## src/rtl/core/bgm_pkg.sv

```systemverilog
// ----------------------------------------------------------------------------
// Battery gauge monitor package
// Shared widths, register indexes, source codes, discharge curve and the
// packed request, response, configuration and divider types.
// ----------------------------------------------------------------------------
package bgm_pkg;

   // Field widths
   localparam int ADC_W      = 12;
   localparam int NUM_W      = 8;
   localparam int EMPTY_W    = 12;
   localparam int MV_W       = 16;
   localparam int PCT_W      = 7;
   localparam int SRC_W      = 2;

   // Register port
   localparam int CSR_IDX_W  = 3;
   localparam int CSR_DATA_W = 12;

   localparam logic [CSR_IDX_W-1:0] CSR_DIVIDER_NUM  = 3'd0;
   localparam logic [CSR_IDX_W-1:0] CSR_DIVIDER_DEN  = 3'd1;
   localparam logic [CSR_IDX_W-1:0] CSR_EMPTY_MV     = 3'd2;
   localparam logic [CSR_IDX_W-1:0] CSR_LOW_PCT      = 3'd3;
   localparam logic [CSR_IDX_W-1:0] CSR_CRITICAL_PCT = 3'd4;

   // Register reset values
   localparam logic [NUM_W-1:0]   RST_DIVIDER_NUM  = 8'd2;
   localparam logic [NUM_W-1:0]   RST_DIVIDER_DEN  = 8'd1;
   localparam logic [EMPTY_W-1:0] RST_EMPTY_MV     = 12'd3300;
   localparam logic [PCT_W-1:0]   RST_LOW_PCT      = 7'd20;
   localparam logic [PCT_W-1:0]   RST_CRITICAL_PCT = 7'd5;

   // Power source codes
   localparam logic [SRC_W-1:0] SRC_BATTERY  = 2'd0;
   localparam logic [SRC_W-1:0] SRC_CHARGING = 2'd1;
   localparam logic [SRC_W-1:0] SRC_CHARGED  = 2'd2;
   localparam logic [SRC_W-1:0] SRC_UNKNOWN  = 2'd3;

   localparam logic [MV_W-1:0]  MV_MAX  = 16'hFFFF;
   localparam logic [PCT_W-1:0] PCT_MAX = 7'd100;

   // Fixed discharge curve, highest point first; the empty point is a register
   localparam int CURVE_N   = 9;
   localparam int CURVE_W   = 13;
   localparam int SEG_W     = 4;
   localparam int DPCT_W    = 5;

   localparam logic [CURVE_W-1:0] CURVE_MV [CURVE_N] = '{
      13'd4200, 13'd4100, 13'd4000, 13'd3900, 13'd3800,
      13'd3700, 13'd3600, 13'd3500, 13'd3400
   };
   localparam logic [PCT_W-1:0] CURVE_PCT [CURVE_N] = '{
      7'd100, 7'd90, 7'd80, 7'd65, 7'd45, 7'd25, 7'd12, 7'd5, 7'd2
   };

   // Shared divider
   localparam int DIV_DVD_W = 20;
   localparam int DIV_DVS_W = 12;
   localparam int DIV_CNT_W = 5;

   typedef struct packed {
      logic [ADC_W-1:0] adc_mv;
      logic             chrg_level;
      logic             stdby_level;
   } req_type;

   typedef struct packed {
      logic [MV_W-1:0]  vbat_mv;
      logic [PCT_W-1:0] soc_pct;
      logic [SRC_W-1:0] source;
      logic             low_flag;
      logic             critical_flag;
      logic             report;
   } rsp_type;

   typedef struct packed {
      logic [NUM_W-1:0]   divider_num;
      logic [NUM_W-1:0]   divider_den;
      logic [EMPTY_W-1:0] empty_mv;
      logic [PCT_W-1:0]   low_pct;
      logic [PCT_W-1:0]   critical_pct;
   } cfg_type;

   typedef struct packed {
      logic                 start;
      logic [DIV_DVD_W-1:0] dividend;
      logic [DIV_DVS_W-1:0] divisor;
   } div_cmd_type;

   typedef struct packed {
      logic                 busy;
      logic [DIV_DVD_W-1:0] quotient;
   } div_stat_type;

endpackage

```

## src/rtl/core/bgm_div.sv

```systemverilog
// ----------------------------------------------------------------------------
// Battery gauge serial divider
// Restoring shift-subtract divider, one quotient bit per cycle. Used for
// both the divider-ratio scaling and the curve interpolation.
// ----------------------------------------------------------------------------
module bgm_div
   import bgm_pkg::*;
(
   input  logic         clock,
   input  logic         reset,
   input  div_cmd_type  cmd,
   output div_stat_type stat
);

   logic [DIV_DVS_W-1:0] rem_ff, rem_in;
   logic [DIV_DVD_W-1:0] quo_ff, quo_in;
   logic [DIV_DVS_W-1:0] dvs_ff, dvs_in;
   logic [DIV_CNT_W-1:0] cnt_ff, cnt_in;
   logic [DIV_DVS_W:0]   trial;
   logic [DIV_DVS_W:0]   diff;
   logic                 fits;

   // Shift in the next dividend bit and try to subtract the divisor
   always_comb begin
      trial = {rem_ff, quo_ff[DIV_DVD_W-1]};
      diff  = trial - {1'b0, dvs_ff};
      fits  = trial >= {1'b0, dvs_ff};
   end

   // Load on start, then iterate until the count runs out
   always_comb begin
      rem_in = rem_ff;
      quo_in = quo_ff;
      dvs_in = dvs_ff;
      cnt_in = cnt_ff;
      if (cmd.start) begin
         rem_in = '0;
         quo_in = cmd.dividend;
         dvs_in = cmd.divisor;
         cnt_in = DIV_CNT_W'(DIV_DVD_W);
      end else if (cnt_ff != '0) begin
         rem_in = fits ? diff[DIV_DVS_W-1:0] : trial[DIV_DVS_W-1:0];
         quo_in = {quo_ff[DIV_DVD_W-2:0], fits};
         cnt_in = cnt_ff - DIV_CNT_W'(1);
      end
   end

   always_ff @(posedge clock) begin
      if (reset) begin
         cnt_ff <= '0;
      end else begin
         cnt_ff <= cnt_in;
      end
      rem_ff <= rem_in;
      quo_ff <= quo_in;
      dvs_ff <= dvs_in;
   end

   assign stat.busy     = (cnt_ff != '0);
   assign stat.quotient = quo_ff;

endmodule

```

## src/rtl/core/bgm_core.sv

```systemverilog
// ----------------------------------------------------------------------------
// Battery gauge sequencer
// Steps one measurement round through scaling, curve lookup and
// interpolation on the shared divider, then derives source, flags and report.
// ----------------------------------------------------------------------------
module bgm_core
   import bgm_pkg::*;
(
   input  logic    clock,
   input  logic    reset,
   input  cfg_type cfg,
   input  logic    req_valid,
   output logic    req_ready,
   input  req_type req_data,
   output logic    res_valid,
   input  logic    res_take,
   output rsp_type res_data
);

   typedef enum logic [8:0] {
      ST_IDLE = 9'b000000001,
      ST_MUL  = 9'b000000010,
      ST_DIV1 = 9'b000000100,
      ST_SAT  = 9'b000001000,
      ST_MAP  = 9'b000010000,
      ST_MUL2 = 9'b000100000,
      ST_DIV2 = 9'b001000000,
      ST_FLAG = 9'b010000000,
      ST_DONE = 9'b100000000
   } state_type;

   state_type            state_ff, state_in;
   req_type              req_ff, req_in;
   logic [MV_W-1:0]      mv_ff, mv_in;
   logic [DIV_DVS_W-1:0] offset_ff, offset_in;
   logic [DIV_DVS_W-1:0] span_ff, span_in;
   logic [DPCT_W-1:0]    dpct_ff, dpct_in;
   logic [PCT_W-1:0]     pct_lo_ff, pct_lo_in;
   rsp_type              res_ff, res_in;
   logic                 first_ff, first_in;
   logic [SRC_W-1:0]     last_src_ff, last_src_in;
   logic                 last_low_ff, last_low_in;
   logic                 last_crit_ff, last_crit_in;
   logic [PCT_W-1:0]     last_pct_ff, last_pct_in;

   div_cmd_type  div_cmd;
   div_stat_type div_stat;

   logic             seg_hit;
   logic [SEG_W-1:0] seg;
   logic [SEG_W-1:0] seg_hi;
   logic [PCT_W:0]   pct_sum;
   logic [PCT_W-1:0] pct;
   logic [PCT_W-1:0] pct_diff;
   logic [SRC_W-1:0] src;
   logic             low;
   logic             crit;
   logic             report;

   bgm_div u_div (
      .clock (clock),
      .reset (reset),
      .cmd   (div_cmd),
      .stat  (div_stat)
   );

   // Start the divider: ratio scaling first, interpolation second
   always_comb begin
      div_cmd.start = (state_ff == ST_MUL) || (state_ff == ST_MUL2);
      if (state_ff == ST_MUL) begin
         div_cmd.dividend = DIV_DVD_W'(req_ff.adc_mv) * DIV_DVD_W'(cfg.divider_num);
         div_cmd.divisor  = DIV_DVS_W'(cfg.divider_den);
      end else begin
         div_cmd.dividend = DIV_DVD_W'(offset_ff) * DIV_DVD_W'(dpct_ff);
         div_cmd.divisor  = span_ff;
      end
   end

   // Find the curve segment: the highest point at or below the voltage
   always_comb begin
      seg_hit = 1'b0;
      seg     = '0;
      for (int i = CURVE_N - 1; i >= 1; i--) begin
         if (mv_ff >= MV_W'(CURVE_MV[i])) begin
            seg_hit = 1'b1;
            seg     = SEG_W'(i);
         end
      end
      seg_hi = seg - SEG_W'(1);
   end

   // Interpolated percent, source decode, flags and report decision
   always_comb begin
      pct_sum = {1'b0, pct_lo_ff} + {1'b0, div_stat.quotient[PCT_W-1:0]};
      pct     = (pct_sum > {1'b0, PCT_MAX}) ? PCT_MAX : pct_sum[PCT_W-1:0];
      unique case ({req_ff.chrg_level, req_ff.stdby_level})
         2'b01:   src = SRC_CHARGING;
         2'b10:   src = SRC_CHARGED;
         2'b11:   src = SRC_BATTERY;
         default: src = SRC_UNKNOWN;
      endcase
      low      = (pct < cfg.low_pct) && (src == SRC_BATTERY);
      crit     = (pct < cfg.critical_pct) && (src == SRC_BATTERY);
      pct_diff = (pct >= last_pct_ff) ? (pct - last_pct_ff) : (last_pct_ff - pct);
      report   = first_ff || (src != last_src_ff) || (low != last_low_ff) ||
                 (crit != last_crit_ff) || (pct_diff >= PCT_W'(2));
   end

   // Sequencer and datapath registers
   always_comb begin
      state_in     = state_ff;
      req_in       = req_ff;
      mv_in        = mv_ff;
      offset_in    = offset_ff;
      span_in      = span_ff;
      dpct_in      = dpct_ff;
      pct_lo_in    = pct_lo_ff;
      res_in       = res_ff;
      first_in     = first_ff;
      last_src_in  = last_src_ff;
      last_low_in  = last_low_ff;
      last_crit_in = last_crit_ff;
      last_pct_in  = last_pct_ff;

      unique case (state_ff)
         ST_IDLE: begin
            if (req_valid) begin
               req_in   = req_data;
               state_in = ST_MUL;
            end
         end
         ST_MUL: begin
            state_in = ST_DIV1;
         end
         ST_DIV1: begin
            if (!div_stat.busy) begin
               state_in = ST_SAT;
            end
         end
         ST_SAT: begin
            // Saturate the scaled voltage; a zero denominator saturates too
            if ((cfg.divider_den == '0) || (div_stat.quotient[DIV_DVD_W-1:MV_W] != '0)) begin
               mv_in = MV_MAX;
            end else begin
               mv_in = div_stat.quotient[MV_W-1:0];
            end
            state_in = ST_MAP;
         end
         ST_MAP: begin
            // Flat ends run through the divider with a zero dividend
            priority if (mv_ff >= MV_W'(CURVE_MV[0])) begin
               offset_in = '0;
               span_in   = DIV_DVS_W'(1);
               dpct_in   = '0;
               pct_lo_in = PCT_MAX;
            end else if (seg_hit) begin
               offset_in = DIV_DVS_W'(mv_ff[CURVE_W-1:0] - CURVE_MV[seg]);
               span_in   = DIV_DVS_W'(CURVE_MV[seg_hi] - CURVE_MV[seg]);
               dpct_in   = DPCT_W'(CURVE_PCT[seg_hi] - CURVE_PCT[seg]);
               pct_lo_in = CURVE_PCT[seg];
            end else if ((CURVE_W'(cfg.empty_mv) < CURVE_MV[CURVE_N-1]) &&
                         (mv_ff >= MV_W'(cfg.empty_mv))) begin
               offset_in = DIV_DVS_W'(mv_ff[EMPTY_W-1:0] - cfg.empty_mv);
               span_in   = DIV_DVS_W'(CURVE_MV[CURVE_N-1] - CURVE_W'(cfg.empty_mv));
               dpct_in   = DPCT_W'(CURVE_PCT[CURVE_N-1]);
               pct_lo_in = '0;
            end else begin
               offset_in = '0;
               span_in   = DIV_DVS_W'(1);
               dpct_in   = '0;
               pct_lo_in = '0;
            end
            state_in = ST_MUL2;
         end
         ST_MUL2: begin
            state_in = ST_DIV2;
         end
         ST_DIV2: begin
            if (!div_stat.busy) begin
               state_in = ST_FLAG;
            end
         end
         ST_FLAG: begin
            res_in.vbat_mv       = mv_ff;
            res_in.soc_pct       = pct;
            res_in.source        = src;
            res_in.low_flag      = low;
            res_in.critical_flag = crit;
            res_in.report        = report;
            // Remember the reported state only
            if (report) begin
               first_in     = 1'b0;
               last_src_in  = src;
               last_low_in  = low;
               last_crit_in = crit;
               last_pct_in  = pct;
            end
            state_in = ST_DONE;
         end
         ST_DONE: begin
            if (res_take) begin
               state_in = ST_IDLE;
            end
         end
         default: begin
            state_in = ST_IDLE;
         end
      endcase
   end

   always_ff @(posedge clock) begin
      if (reset) begin
         state_ff     <= ST_IDLE;
         first_ff     <= 1'b1;
         last_src_ff  <= SRC_BATTERY;
         last_low_ff  <= 1'b0;
         last_crit_ff <= 1'b0;
         last_pct_ff  <= '0;
      end else begin
         state_ff     <= state_in;
         first_ff     <= first_in;
         last_src_ff  <= last_src_in;
         last_low_ff  <= last_low_in;
         last_crit_ff <= last_crit_in;
         last_pct_ff  <= last_pct_in;
      end
      req_ff    <= req_in;
      mv_ff     <= mv_in;
      offset_ff <= offset_in;
      span_ff   <= span_in;
      dpct_ff   <= dpct_in;
      pct_lo_ff <= pct_lo_in;
      res_ff    <= res_in;
   end

   assign req_ready = (state_ff == ST_IDLE);
   assign res_valid = (state_ff == ST_DONE);
   assign res_data  = res_ff;

endmodule

```

## src/rtl/core/battery_gauge_monitor_top.sv

```systemverilog
// ----------------------------------------------------------------------------
// Battery gauge monitor, top level
// Usage: one request is one measurement round (averaged ADC millivolts and
// the two charger status pins). The block returns one response per request:
// scaled battery millivolts, state of charge percent from the LiPo curve,
// power source, low and critical flags, and a report flag.
// Channels: req_* and rsp_* are valid/ready; a transfer happens on a clock
// edge with valid and ready both high. csr_* is a plain write port taking
// divider_num, divider_den, empty_mv, low_pct and critical_pct by index;
// write it only while no request is in flight.
// Sequence: a divider pass for the ratio scaling (a start step, 20 quotient
// bits and a done check), saturation, curve lookup, a second divider pass
// for the interpolation, flag evaluation and the hand-off to the output
// register, in that order.
// Flow: req_ready is high only while the sequencer is idle, so a new request
// is not taken before the round in flight has handed off its response.
// Reset: synchronous, active high; configuration and control registers return
// to their defaults and the first round after reset always reports.
// Stall: a finished response sits in the output register while rsp_ready is
// low; the next round may run meanwhile and then waits for that slot.
// ----------------------------------------------------------------------------
module battery_gauge_monitor_top
   import bgm_pkg::*;
(
   input  logic                  clock,
   input  logic                  reset,
   input  logic                  req_valid,
   output logic                  req_ready,
   input  req_type               req_data,
   output logic                  rsp_valid,
   input  logic                  rsp_ready,
   output rsp_type               rsp_data,
   input  logic                  csr_write_en,
   input  logic [CSR_IDX_W-1:0]  csr_index,
   input  logic [CSR_DATA_W-1:0] csr_wdata
);

   cfg_type cfg_ff, cfg_in;
   rsp_type rsp_ff, rsp_in;
   logic    rsp_valid_ff, rsp_valid_in;
   logic    core_valid;
   rsp_type core_data;
   logic    load;

   // Register writes; unused indexes are dropped
   always_comb begin
      cfg_in = cfg_ff;
      if (csr_write_en) begin
         unique case (csr_index)
            CSR_DIVIDER_NUM:  cfg_in.divider_num  = csr_wdata[NUM_W-1:0];
            CSR_DIVIDER_DEN:  cfg_in.divider_den  = csr_wdata[NUM_W-1:0];
            CSR_EMPTY_MV:     cfg_in.empty_mv     = csr_wdata[EMPTY_W-1:0];
            CSR_LOW_PCT:      cfg_in.low_pct      = csr_wdata[PCT_W-1:0];
            CSR_CRITICAL_PCT: cfg_in.critical_pct = csr_wdata[PCT_W-1:0];
            default:          cfg_in = cfg_ff;
         endcase
      end
   end

   bgm_core u_core (
      .clock     (clock),
      .reset     (reset),
      .cfg       (cfg_ff),
      .req_valid (req_valid),
      .req_ready (req_ready),
      .req_data  (req_data),
      .res_valid (core_valid),
      .res_take  (load),
      .res_data  (core_data)
   );

   // Fill the output register when it is empty or being drained
   always_comb begin
      load         = core_valid && (!rsp_valid_ff || rsp_ready);
      rsp_in       = load ? core_data : rsp_ff;
      rsp_valid_in = load ? 1'b1 : (rsp_valid_ff && !rsp_ready);
   end

   always_ff @(posedge clock) begin
      if (reset) begin
         cfg_ff.divider_num  <= RST_DIVIDER_NUM;
         cfg_ff.divider_den  <= RST_DIVIDER_DEN;
         cfg_ff.empty_mv     <= RST_EMPTY_MV;
         cfg_ff.low_pct      <= RST_LOW_PCT;
         cfg_ff.critical_pct <= RST_CRITICAL_PCT;
         rsp_valid_ff        <= 1'b0;
      end else begin
         cfg_ff       <= cfg_in;
         rsp_valid_ff <= rsp_valid_in;
      end
      rsp_ff <= rsp_in;
   end

   assign rsp_valid = rsp_valid_ff;
   assign rsp_data  = rsp_ff;

endmodule
```

## config.mk

```make
export PLATFORM = sky130hd
export DESIGN_NAME = battery_gauge_monitor_top
export DESIGN_NICKNAME = d
export VERILOG_FILES = /design/src/rtl/core/bgm_pkg.sv /design/src/rtl/core/bgm_div.sv /design/src/rtl/core/bgm_core.sv /design/src/rtl/core/battery_gauge_monitor_top.sv
export SDC_FILE = /design/constraint.sdc
export NUM_CORES = 1
export LEC_CHECK = 0
export BUFFER_PORTS_ARGS = -buffer_cell sky130_fd_sc_hd__buf_4
export CAP_MARGIN = 20
export CORE_MARGIN = 5
export CORE_UTILIZATION = 40
export DETAILED_ROUTE_END_ITERATION = 10
export PLACE_DENSITY_LB_ADDON = 0.2
export REMOVE_ABC_BUFFERS = 1
export SYNTH_ARGS = -nofsm -noshare
export SYNTH_HDL_FRONTEND = slang
export SYNTH_SLANG_ARGS = --single-unit
```

## constraint.sdc

```tcl
create_clock -name clock -period 7.2 [get_ports clock]
set_input_delay 1.08 -clock clock [delete_from_list [all_inputs] [get_ports clock]]
set_output_delay 1.08 -clock clock [all_outputs]
set_load 0.01 [all_outputs]
```

---- Word-level counts from Yosys, hierarchy flattened ----
Memories as Yosys holds them, arrays and structs flattened.
Cells that the tools add are included.
Widths: inputs -> output; s select.
word-level totals
  flip-flop bits (word level) ............. 235
  ROM bits ................................ 640
  input bits .............................. 34
  output and inout port bits .............. 30
  word-level logic and storage cells ...... 177
  memories ................................ 4
memory list
  name             words  width  read ports  clocked after memory_dff  wr ports  RTL line         text
  (no name shown)  16     13     1           0                         0         bgm_core.sv:158  span_in = DIV_DVS_W'(CURVE_MV[seg_hi] - CURVE_MV[seg]);
  (no name shown)  16     13     1           0                         0         bgm_core.sv:158
  (no name shown)  16     7      1           0                         0         bgm_core.sv:159  dpct_in = DPCT_W'(CURVE_PCT[seg_hi] - CURVE_PCT[seg]);
  (no name shown)  16     7      1           0                         0         bgm_core.sv:159
operators by class
  add/subtract/negate cells ............... 11
  $mul .................................... 2
  magnitude comparators ................... 19
  equality and inequality tests ........... 23
  mux-type cells .......................... 46
  bitwise operators ....................... 3
  reduce and logical (&&, ||, !) cells .... 30
operators with widths
  operator                number
  $ge 16x12->1 const B    7
  $mux 12                 9
  $pmux 9 s9              1
  $sub 12x12->12          4
  $mux 20                 2
  $mux 9                  4
  $mux 7                  5
  $ge 16x13->1 const B    2
  $mux 32                 1
  $mux 4                  8
  $mux 5                  5
  $mul 12x8->20           1
  $mul 12x5->17           1
  $ge 16x12->1            1
  $lt 7x7->1              2
  $reduce_and 2->1        7
  $sub 7x7->7             2
  $ge 13x12->1            1
  $lt 12x12->1 const B    1
  $sub 12x12->12 const A  1
  $ge 5x5->1 const B      2
  $not 4->5               2
  $eq 9x1->1 const B      1
  $eq 9x2->1 const B      1
  other kinds (38)        63

---- Logic depth before layout (Yosys ltp) ----
Gate-level depths: netlist of the first run.
  word-level depth ........................ 16
  gate-level depth with buffers ........... 23
  mapped depth without buffers ............ 22

---- Modules after synthesis ----
A second synthesis of the first run with hierarchy kept.
unflattened totals
  cells, all modules ...................... 1841
  area total of the unflattened synthesis .. 18001.0 µm²
modules (own cells, without submodules)
  module                     instances  cells each  area an instance (µm²)  seq. area each (µm²)
  bgm_core                   1          1404        12710.9                 3243.1
  bgm_div                    1          242         2691.3                  1301.2
  battery_gauge_monitor_top  1          195         2598.7                  1701.6

---- Worst setup path after synthesis of the first run ----
No wires, ideal clock.
  path type ............................... reg-to-reg
  start ................................... register u_core.req_ff[3] (netlist bit)
  end ..................................... register u_core.u_div.quo_ff[18], data pin
  setup time .............................. 0.262 ns
  data arrival time ....................... 4.597 ns
  data required time ...................... 6.938 ns
  setup slack ............................. 2.341 ns
  cell stages (with the launch flop) ...... 19
  buffers on the path ..................... 0
  clock period less this slack ............ 4.859 ns
  cell sequence ........................... edfxtp_1 > and2_1 > fa_1 > fa_1 > inv_1 > fa_1 > fa_1 > inv_1 > ha_1 > inv_1 > o21ai_0 > a21oi_1 > nand2b_1 > a21boi_0 > o31a_1 > o41ai_1 > o2111ai_1 > mux2i_1 > nand3_1
between the ends
  word-level cells in the longest chain between the ends .. 3
RTL lines
  item                         RTL line         text
  start, declared              bgm_core.sv:33   req_type req_ff, req_in;
  start signal, assigned       bgm_core.sv:227  req_ff <= req_in;
  $mul 12x8->20                bgm_core.sv:71   div_cmd.dividend = DIV_DVD_W'(req_ff.adc_mv) * DIV_DVD_W'(cfg.divider_num);
  $mux 32                      bgm_core.sv:70   if (state_ff == ST_MUL) begin
  $mux 20                      bgm_div.sv:36    if (cmd.start) begin
  via u_core.u_div.quo_in[18]  bgm_div.sv:16    logic [DIV_DVD_W-1:0] quo_ff, quo_in;
  end signal, assigned         bgm_div.sv:55    quo_ff <= quo_in;
  end, declared                bgm_div.sv:16
The timed path passes the listed nets, and every way through them passes these cells.
A chain may end at the register's enable or synchronous reset.

---- Worst setup path after layout of the first run ----
  start ................................... register u_core.mv_ff[14]
  end ..................................... register u_core.offset_ff[11], data pin
between the ends
  word-level cells in the longest chain between the ends .. 15
  elaborated cells between the ends (all ways) .. 34
  those cells by class .................... add/sub: 1; order compare: 10; mux: 20; bitwise: 1; reduce/logical: 1; memory: 1
RTL lines
  item                             RTL line         text
  start, declared                  bgm_core.sv:34   logic [MV_W-1:0] mv_ff, mv_in;
  start signal, assigned           bgm_core.sv:228  mv_ff <= mv_in;
  $ge 16x12->1                     bgm_core.sv:84   if (mv_ff >= MV_W'(CURVE_MV[i])) begin
  $mux 4 (8 in series)             bgm_core.sv:84
  $not 4->5 (not written as such)  bgm_core.sv:157  offset_in = DIV_DVS_W'(mv_ff[CURVE_W-1:0] - CURVE_MV[seg]);
  $mem_v2 16x13                    -
  $mux 12 (2 in series)            -
  $sub 12x12->12                   bgm_core.sv:157
  $mux 12                          bgm_core.sv:156  end else if (seg_hit) begin
  end signal, assigned             bgm_core.sv:229  offset_ff <= offset_in;
  end, declared                    bgm_core.sv:35   logic [DIV_DVS_W-1:0] offset_ff, offset_in;
Several ways; a longest one is shown, not always the timed one. The select of a mux whose other input is x is not followed.

==> results of run 1 <==
-- kinds of logic after synthesis --
kind of cell / synth area share
AND/OR/NAND/NOR: 0.185
AO/OA/AOI/OAI: 0.135
buffers and inverters: 0.0579
adder cells (fa/ha/maj): 0.214
flip-flops: 0.353
XOR/XNOR: 0.0381
multiplexers: 0.0170
-- per-stage QoR --
stage           util  total power, W  cell area [um2]  setup WS [ps]  cells
2_1_floorplan      -         0.00313            17500           2000   1855
3_3_place_gp   0.427         0.00357            18800           1740   2522
3_5_place_dp   0.427         0.00361            18800           1620   2522
4_1_cts        0.448         0.00508            19700           1540   2574
5_1_grt        0.448         0.00539            19700            951   2574
6_report       0.448         0.00505            19700           1430   2574
-- cells in the mapped netlist (9+ instances only) --
cell type  number
a211oi_1       20
a21boi_0       11
a21o_1         23
a21oi_1       121
and2_1         79
and3_1          9
clkbuf_1       51
dfxtp_1        81
edfxtp_1      154
fa_1           97
ha_1          147
inv_1         211
mux2i_1        18
nand2_1       291
nand2b_1       35
nand3_1        27
nand3b_1       20
nor2_1        128
nor2b_1        26
nor3_1         25
o211ai_1       10
o21a_1         12
o21ai_0        69
o22ai_1        20
or2_2          10
xnor2_1        51
xor2_1         26
-- metal layers --
metal  part of all wire  wire length, um  global-route usage
met3              0.042             1930              0.0212
met5                  0                0                   0
met4              0.027             1250              0.0466
met1               0.45            20500               0.259
met2               0.48            21800               0.328
-- critical path, cell delays in order, from the launching register on --
cell	delay, ps
edfxtp_1	410
nor3_1	460
nand2b_1	220
nor2_1	550
a22o_1	220
a211o_1	230
nor2b_1	150
buf_4	190
inv_1	140
ha_1	440
nor2_1	450
ha_1	320
nor2b_1	120
o21ai_0	200
a21boi_0	140
o21ai_0	240
a21oi_1	120
o21ai_0	150
nand2b_1	110
a21o_1	180
a21oi_1	180
xnor2_1	140
o22ai_1	90
-- layout make-up --
class | instances | share of cell area
Clock buffer | 44 | 0.0416
Clock inverter | 8 | 0.00602
Inverter | 211 | 0.0401
Multi-Input combinational cell | 1409 | 0.530
Sequential cell | 235 | 0.317
Tap cell | 592 | 0.0375
Timing Repair Buffer | 75 | 0.0285
-- worst max-delay path by stage --
stage / end / cells after the start / slack (ps)
floorplan: u_core.offset_ff[11] / 21 / 2000
global placement: u_core.offset_ff[11] / 22 / 1740
detailed placement: u_core.offset_ff[11] / 22 / 1620
CTS: u_core.offset_ff[11] / 22 / 1540
global route: u_core.offset_ff[11] / 22 / 950
finish: u_core.offset_ff[11] / 22 / 1430
-- power breakdown --
part | internal, W | switching, W | total, W
clock network | 0.000855 | 0.000587 | 0.00144
registers | 0.00162 | 0.000129 | 0.00175
logic | 0.000760 | 0.00109 | 0.00185
total | 0.00324 | 0.00181 | 0.00505
-- registers in the layout, summed over array words and instances (netlist names) --
name,cells
u_core.mv_ff,16
cfg_ff,42
u_core.req_ff,14
u_core.u_div.rem_ff,12
u_core.offset_ff,12
u_core.pct_lo_ff,7
u_core.span_ff,12
u_core.first_ff,1
u_core.last_low_ff,1
u_core.state_ff,9
u_core.u_div.cnt_ff,5
u_core.last_pct_ff,7
u_core.last_crit_ff,1
u_core.res_data,28
rsp_data,28
u_core.last_src_ff,2
u_core.u_div.quo_ff,20
rsp_valid,1
u_core.u_div.dvs_ff,12
u_core.dpct_ff,5
==> results.cfg, run 1 <==
[run_status]
status = completed

[drt]
final_antenna_net_count = 0
vias = 13552
drtIter0Drc = 818
drc_errors = 0
drt_first_pass_iters = 6
wire_per_inst_um = 17.7
drt-total-wl_um = 45500
vias_per_cell = 5.26

[cts]
hold_buffers = 0
clockBufferDepth = 3
numClockSinks = 235
cts_resized = 0
cts_tree = done
htree_levels = 1
cts_buffers = 28
post-cts-setup-buffers = 0
clk_root_buffer_cell = clkbuf_16
clkSlewWorstSetupHoldPaths_ps = 60
clk_latency_ps = 580

[power_and_ir_drop]
vdd_ir_drop_max_v = 0.000171
leakage_nw = 8.50
power_density_nw_per_um2 = 256

[synthesis]
synth.cell_area_um2 = 17700
syn-instance-count = 1913
yosys_warnings = 0
yosysTopAreaCellShare = 0.261
syn_area_per_cell_um2 = 9.26
ys_seq_elements = 235
async_reset_ff_frac = 0
yosysTopAreaCell = edfxtp_1
ys_seq_area_frac = 0.353
synth_edf_count = 154
synth_cell_types = 81
synth-main-ff-cell = edfxtp_1
yosys-top-cells-area = edfxtp_1, fa_1, ha_1, dfxtp_1, nand2_1

[worst_setup_path]
critPathKind = reg -> reg
cp.arrival_ps = 6050
r2r_setup_slack_ps = 1430
ff2ff_path_depth = 22
reg2reg_from = u_core.mv_ff[14]
cp-startpoint = u_core.mv_ff[14]
crit_path_start_kind = flip-flop
r2r_end = u_core.offset_ff[11]
required_ps = 7480
path_max_fanout = 11
cp-end-kind = flip-flop

[cells_and_area]
layout_commonest_cell = nand2_1
drive_gt1_frac = 0.0762
register_area_um2 = 6250
layout_common_cells = nand2_1, inv_1, edfxtp_1, ha_1, nor2_1
diodes = 0
final_nets = 2238
syn2layout_area_growth_pct = 11.4
multiInputGateArea_um2 = 10500
fillers = 4337

[sta]
max_freq_mhz = 173
slew_violations = 0
finClkSkew_ps = 25.1
fin_crit_sh = 0.802
finalSetupViolations = 0
tightest_slew_ps = 1010
min_period_ps = 5770
setup_tns_ps = 0
rsz0062_at_grt = no
final_hold_viol_count = 0
relSlewSlack = 0.328
holdWs_ps = 419

[die]
die_area_um2 = 48600
core_area_um2 = 44000
die_w_um = 220
num_io_pins = 64
row_count = 77
die_y_um = 220
start_util = 0.402

[placed_design]
portBuffers = 63
place.gp.congestion = 0.917
hpwl_um = 35000

[global_route]
grt_util_all_layers = 0.191
antenna_found_initial = 0
grt_pass1_wl_um = 74100
grt_pass1_vias = 13754
grt_overflow = 0
grt_max_degree = 75

[worst_hold_path]
hold_end = rsp_data[12]
worstHoldStart = u_core.res_data[12]
hp-class = reg -> reg
holdPathStages = 0

[run]
timing.max_cap.violations = 0
Power figures use the tool's default switching activity.
==> inputs of run 2 (changes only) <==
--- a/config.mk
+++ b/config.mk
@@ -5,6 +5,7 @@
 export SDC_FILE = /design/constraint.sdc
 export NUM_CORES = 1
 export LEC_CHECK = 0
+export ABC_AREA = 1
 export BUFFER_PORTS_ARGS = -buffer_cell sky130_fd_sc_hd__buf_4
 export CAP_MARGIN = 20
 export CORE_MARGIN = 5
==> constraint.sdc (replaced) <==
create_clock -name clock -period 4.7 [get_ports clock]
set_input_delay 0.705 -clock clock [delete_from_list [all_inputs] [get_ports clock]]
set_output_delay 0.705 -clock clock [all_outputs]
set_load 0.01 [all_outputs]
==> results.cfg, run 2 <==
[global_route]
grt_pass1_wl_um = 77400
grt_pass1_vias = 14438
grt_max_degree = 48
antenna_found_initial = 0
grt_util_all_layers = 0.193
grt_overflow = 0

[power_and_ir_drop]
switchingPower_w = 0.00370
switching_share = 0.404
leakage_nw = 10.5
clkPwrFrac = 0.239
vdd_ir_drop_max_v = 0.000351
power_density_nw_per_um2 = 430
power_frac_comb = 0.452
finalPower_w = 0.00916
seqPwrFrac = 0.310
p_int_w = 0.00546

[run]
timing.max_cap.violations = 0

[die]
die_area_um2 = 48900
row_count = 77
core_area_um2 = 44100
die_y_um = 221
die_w_um = 221
num_io_pins = 64
start_util = 0.404

[drt]
drt-total-wl_um = 48800
final_antenna_net_count = 0
vias = 14981
wire_per_inst_um = 16.2
vias_per_cell = 4.97
drc_errors = 0
drt_first_pass_iters = 5
drtIter0Drc = 1311

[synthesis]
synth_common_cells = nand2_1, inv_1, nor2_1, edfxtp_1, ha_1
ys_seq_area_frac = 0.350
synth-main-ff-cell = edfxtp_1
yosysTopAreaCellShare = 0.259
yosys-top-cells-area = edfxtp_1, fa_1, ha_1, nand2_1, dfxtp_1
synth_edf_count = 154
syn-instance-count = 2202
async_reset_ff_frac = 0
ys_seq_elements = 235
synth_cell_types = 58
yosys_warnings = 0
yosysTopAreaCell = edfxtp_1
syn_area_per_cell_um2 = 8.09
synth.cell_area_um2 = 17800
yosysMostFrequentCell = nand2_1

[run_status]
status = completed

[sta]
slew_violations = 0
rsz0062_at_grt = yes
finalSetupViolations = 0
max_freq_mhz = 218
fin_crit_sh = 0.977
holdWs_ps = 326
finClkSkew_ps = 11.0
relSlewSlack = 0.340
min_period_ps = 4590
tightest_slew_ps = 983
final_hold_viol_count = 0

[worst_setup_path]
critPathKind = reg -> reg
ff2ff_path_depth = 19
path_max_fanout = 4
reg2reg_from = u_core.req_ff[9]
crit_family = adder cells
r2r_end = u_core.u_div.quo_ff[19]
crit_slowest_cell = fa_1
r2r_setup_slack_ps = 110
cp_common_cell = fa_1
slowest_delay_ps = 570
cp-end-kind = flip-flop
crit_chain = buf_6 > nand2_2 > inv_2 > fa_1 > fa_1 > fa_1 > fa_1 > ha_4 > nand2_4 > o21ai_1 > a21oi_2 > o21ai_2 > a21oi_1 > o21bai_1 > nand3_1 > nand2_2 > a31oi_4 > xor2_1 > o21ai_1
cp.arrival_ps = 4880
required_ps = 4990
cp_num_buf_inv = 2
crit_path_start_kind = flip-flop

[cells_and_area]
regMostFlops = cfg_ff
drive_gt1_frac = 0.159
multiInputGateArea_um2 = 10100
largest_register_ffs = 42
fillers = 4354
layout_common_cells = nand2_1, inv_1, buf_4, nor2_1, edfxtp_1
final_nets = 2678
finalInstanceArea_um2 = 21300
diodes = 0
register_area_um2 = 6260
layout_commonest_cell = nand2_1
syn2layout_area_growth_pct = 19.6

[cts]
cts_tree = done
numClockSinks = 235
htree_levels = 1
clk_root_buffer_cell = clkbuf_16
clockBufferDepth = 3
cts_buffers = 27
hold_buffers = 0
clkSlewWorstSetupHoldPaths_ps = 70
clk_latency_ps = 550

[placed_design]
portBuffers = 63
place.gp.congestion = 0.942
hpwl_um = 38500
placed_cell_area_um2 = 19900

[worst_hold_path]
hp-class = in -> reg
worstHoldStart = req_data[10]
hold_end = u_core.req_ff[10]
holdPathStages = 1
## run 2: cell count changes in the layout (fill, tap and decap cells not counted), sizes merged, moves of 20 or more
cell	previous run	this run
inv	211	436
nand2	291	471
buf	75	223
nor2	129	225
and2	79	0
nand3	27	83
o21ai	72	111
nand2b	35	0
xnor2	51	16
nor2b	26	0
a211oi	23	3
a21oi	121	141
## run 2: power groups by stage
stage | Combinational (W) | Clock, W | Sequential (W)
2_1_floorplan | 0.00277 | 0 | 0.00280
3_3_place_gp | 0.00383 | 0 | 0.00288
3_5_place_dp | 0.00390 | 0 | 0.00288
4_1_cts | 0.00394 | 0.00223 | 0.00284
5_1_grt | 0.00469 | 0.00233 | 0.00287
6_report | 0.00414 | 0.00219 | 0.00284
## run 2: how the worst max path moves through the flow
stage | slack [ps] | from | depth (start not counted) | endpoint
finish | 110 | u_core.req_ff[9] | 19 | u_core.u_div.quo_ff[19]
global route | -190 | u_core.req_ff[3] | 25 | u_core.u_div.quo_ff[14]
CTS | 0.5 | u_core.req_ff[4] | 19 | u_core.u_div.quo_ff[19]
detailed placement | -210 | cfg_ff[38] | 21 | u_core.u_div.quo_ff[19]
global placement | -90 | cfg_ff[38] | 21 | u_core.u_div.quo_ff[19]
floorplan | 120 | u_core.req_ff[3] | 20 | u_core.u_div.quo_ff[19]
## run 2: cell families after synthesis
| kind of cell | count (synthesis) | synth area share |
|---|---|---|
| buffers and inverters | 490 | 0.105 |
| DFF | 235 | 0.350 |
| and+or+nand+nor | 848 | 0.202 |
| adders and majority gates | 244 | 0.212 |
| xor gates and xnor gates | 43 | 0.0216 |
| AOI/OAI and AO/OA | 342 | 0.109 |
## run 2: area by class of cell
class	instances	share of cell area
flip-flops and latches	235	0.293
repair buffers	223	0.0795
inverters	436	0.0768
clock inverters	16	0.00798
multi-input cells	1477	0.472
clock buffers	33	0.0352
well taps	592	0.0347
## run 2: stage by stage
stage | std cells | utilization | setup WS, ps | TNS, ps
global route | 3012 | 0.483 | -194 | -677
detailed placement | 2945 | 0.451 | -209 | -561
global placement | 2945 | 0.451 | -92.0 | -211
finish | 3012 | 0.483 | 108 | 0
CTS | 2996 | 0.473 | 0.505 | 0
floorplan | 2148 | - | 115 | 0
## run 2: what timing repair did
action,4_1_cts,5_1_grt
pin swaps,9,44
setup endpoints to repair,6,26
buffers inserted,2,16
resized for setup,11,81
## run 2: metal layers
layer | GRT usage | share of wire | up-vias
met5 | 0 | 0 | -
met4 | 0.0540 | 0.028 | 0
met1 | 0.273 | 0.46 | 7069
met3 | 0.0261 | 0.055 | 72
li1 | - | - | 7471
met2 | 0.314 | 0.46 | 369
## run 2: worst register-to-register path, delay by kind of cell, from the launching register on
| family | cells | cell delay (ps) |
|---|---|---|
| compound gates | 7 | 830 |
| flops | 1 | 460 |
| simple gates | 4 | 370 |
| buf+inv | 2 | 200 |
| xor+xnor | 1 | 140 |
| fa+ha+maj | 5 | 2350 |
==> inputs of run 3 (changes only) <==
--- a/config.mk
+++ b/config.mk
@@ -5,11 +5,12 @@
 export SDC_FILE = /design/constraint.sdc
 export NUM_CORES = 1
 export LEC_CHECK = 0
-export ABC_AREA = 1
+export ABC_AREA = 0
 export BUFFER_PORTS_ARGS = -buffer_cell sky130_fd_sc_hd__buf_4
 export CAP_MARGIN = 20
 export CORE_MARGIN = 5
 export CORE_UTILIZATION = 40
+export CTS_BUF_LIST = sky130_fd_sc_hd__clkbuf_2 sky130_fd_sc_hd__clkbuf_4 sky130_fd_sc_hd__clkbuf_8
 export DETAILED_ROUTE_END_ITERATION = 10
 export PLACE_DENSITY_LB_ADDON = 0.2
 export REMOVE_ABC_BUFFERS = 1
==> results.cfg, run 3 (synthesized netlist as in run 1, its figures left out) <==
[run_status]
status = completed

[sta]
slew_violations = 0
fin_crit_sh = 0.966
setup_tns_ps = 0
finClkSkew_ps = 20.8
min_period_ps = 4540
max_freq_mhz = 220
finalSetupViolations = 0
final_hold_viol_count = 0
tightest_slew_ps = 907
relSlewSlack = 0.394
rsz0062_at_grt = yes

[drt]
drc_errors = 0
drt-total-wl_um = 47400
final_antenna_net_count = 0
drt_first_pass_iters = 5
vias = 14483
wire_per_inst_um = 17.0
drtIter0Drc = 975
vias_per_cell = 5.20

[global_route]
grt_pass1_vias = 14425
grt_max_degree = 75
grt_util_all_layers = 0.194
antenna_found_initial = 0
grt_overflow = 0
grt_pass1_wl_um = 75300

[cts]
clk_root_buffer_cell = clkbuf_8
clockBufferDepth = 3
clk_latency_ps = 620
htree_levels = 2
cts_tree = done
clkSlewWorstSetupHoldPaths_ps = 60
cts_buffers = 44
numClockSinks = 235

[worst_setup_path]
r2r_setup_slack_ps = 160
reg2reg_from = u_core.req_ff[3]
r2r_end = u_core.u_div.quo_ff[18]
cp-end-kind = flip-flop
required_ps = 5050
cp_num_buf_inv = 4
crit_slowest_cell = fa_1
crit_family = adder cells
crit_chain = buf_6 > and2_4 > ha_4 > fa_1 > ha_1 > inv_2 > fa_1 > inv_1 > ha_1 > a21o_1 > a21oi_4 > o21ai_2 > a21oi_4 > nand2b_4 > a21boi_2 > o31a_1 > o41ai_2 > buf_4 > o2111ai_4 > mux2i_1 > nand3_1
cp-startpoint = u_core.req_ff[3]
critPathKind = reg -> reg
slowest_delay_ps = 530
crit_cells = 21
cp.arrival_ps = 4900
cp-endpoint = u_core.u_div.quo_ff[18]
ff2ff_path_depth = 21
crit_path_start_kind = flip-flop
path_max_fanout = 5

[worst_hold_path]
hp-class = in -> reg

[die]
die_area_um2 = 48600
num_io_pins = 64
start_util = 0.402
die_w_um = 220
core_area_um2 = 44000
row_count = 77
die_y_um = 220

[placed_design]
hpwl_um = 36000
place.gp.congestion = 0.928
portBuffers = 63

[run]
timing.max_cap.violations = 0

[cells_and_area]
final_core_util = 0.494
drive_gt1_frac = 0.213
layout_common_cells = nand2_1, buf_4, inv_1, edfxtp_1, ha_1
layout_commonest_cell = nand2_1
regMostFlops = cfg_ff
final_nets = 2434
diodes = 0
syn2layout_area_growth_pct = 22.9
largest_register_ffs = 42

[power_and_ir_drop]
vdd_ir_drop_max_v = 0.000201
power_density_nw_per_um2 = 390
leakage_nw = 9.55
[run 3: changes by cell type in the layout (fill, tap and decap cells not counted), sizes merged, moves of 20 or more]
cell	before	now
buf	223	254
o21ai	111	72
and2	0	79
inv	436	213
xnor2	16	51
nor2	225	129
nand2b	0	35
nor2b	0	26
a21oi	141	121
nand2	471	291
clkbuf	33	69
nand3	83	27
a211oi	3	23
[run 3: power breakdown]
| group | internal (W) | leakage, nW | total, W | switching, W |
|---|---|---|---|---|
| clock | 0.00133 | 0.528 | 0.00226 | 0.000932 |
| sequential | 0.00249 | 2.10 | 0.00267 | 0.000182 |
| combinational | 0.00167 | 6.93 | 0.00356 | 0.00189 |
[run 3: what timing repair did]
action                     in CTS  in global routing
pin swaps                      24                 76
gates cloned                    0                  1
buffers inserted               23                 19
resized for setup              35                107
hold buffers                    0                  0
setup endpoints to repair      19                 23
[run 3: final cells by class]
type / instances / area, um2
Timing Repair Buffer: 255 / 1980
Clock buffer: 68 / 811
Sequential cell: 235 / 6250
Fill cell: 4102 / 22300
Clock inverter: 13 / 189
Inverter: 211 / 795
Multi-Input combinational cell: 1409 / 11000
Tap cell: 592 / 741
[run 3: metal layers]
layer  GRT usage  up-vias  wire length [um]
met2       0.332      292             23100
li1            -     7028                 -
met1       0.257     7090             21000
met3      0.0257       73              2070
met4      0.0560        0              1160
met5           0        -                 0
[run 3: worst min-delay path by stage]
stage | start | end | slack [ps] | cells past startpoint
2_1_floorplan | u_core.res_data[0] | rsp_data[0] | 400 | 0
3_3_place_gp | u_core.res_data[4] | rsp_data[4] | 400 | 0
3_5_place_dp | u_core.res_data[15] | rsp_data[15] | 400 | 0
4_1_cts | req_data[2] | u_core.req_ff[2] | 220 | 1
5_1_grt | req_data[8] | u_core.req_ff[8] | 240 | 1
6_report | req_data[2] | u_core.req_ff[2] | 270 | 1
[run 3: per-stage QoR]
step	power, W	cell area (um2)	hold slack, ps	setup slack [ps]	instances
5_1_grt	0.00906	21800	242	-94.6	2783
3_3_place_gp	0.00582	19800	402	-214	2660
6_report	0.00849	21800	275	158	2783
3_5_place_dp	0.00588	19800	405	-257	2660
2_1_floorplan	0.00479	17500	400	-500	1855
4_1_cts	0.00829	21200	221	10.7	2764
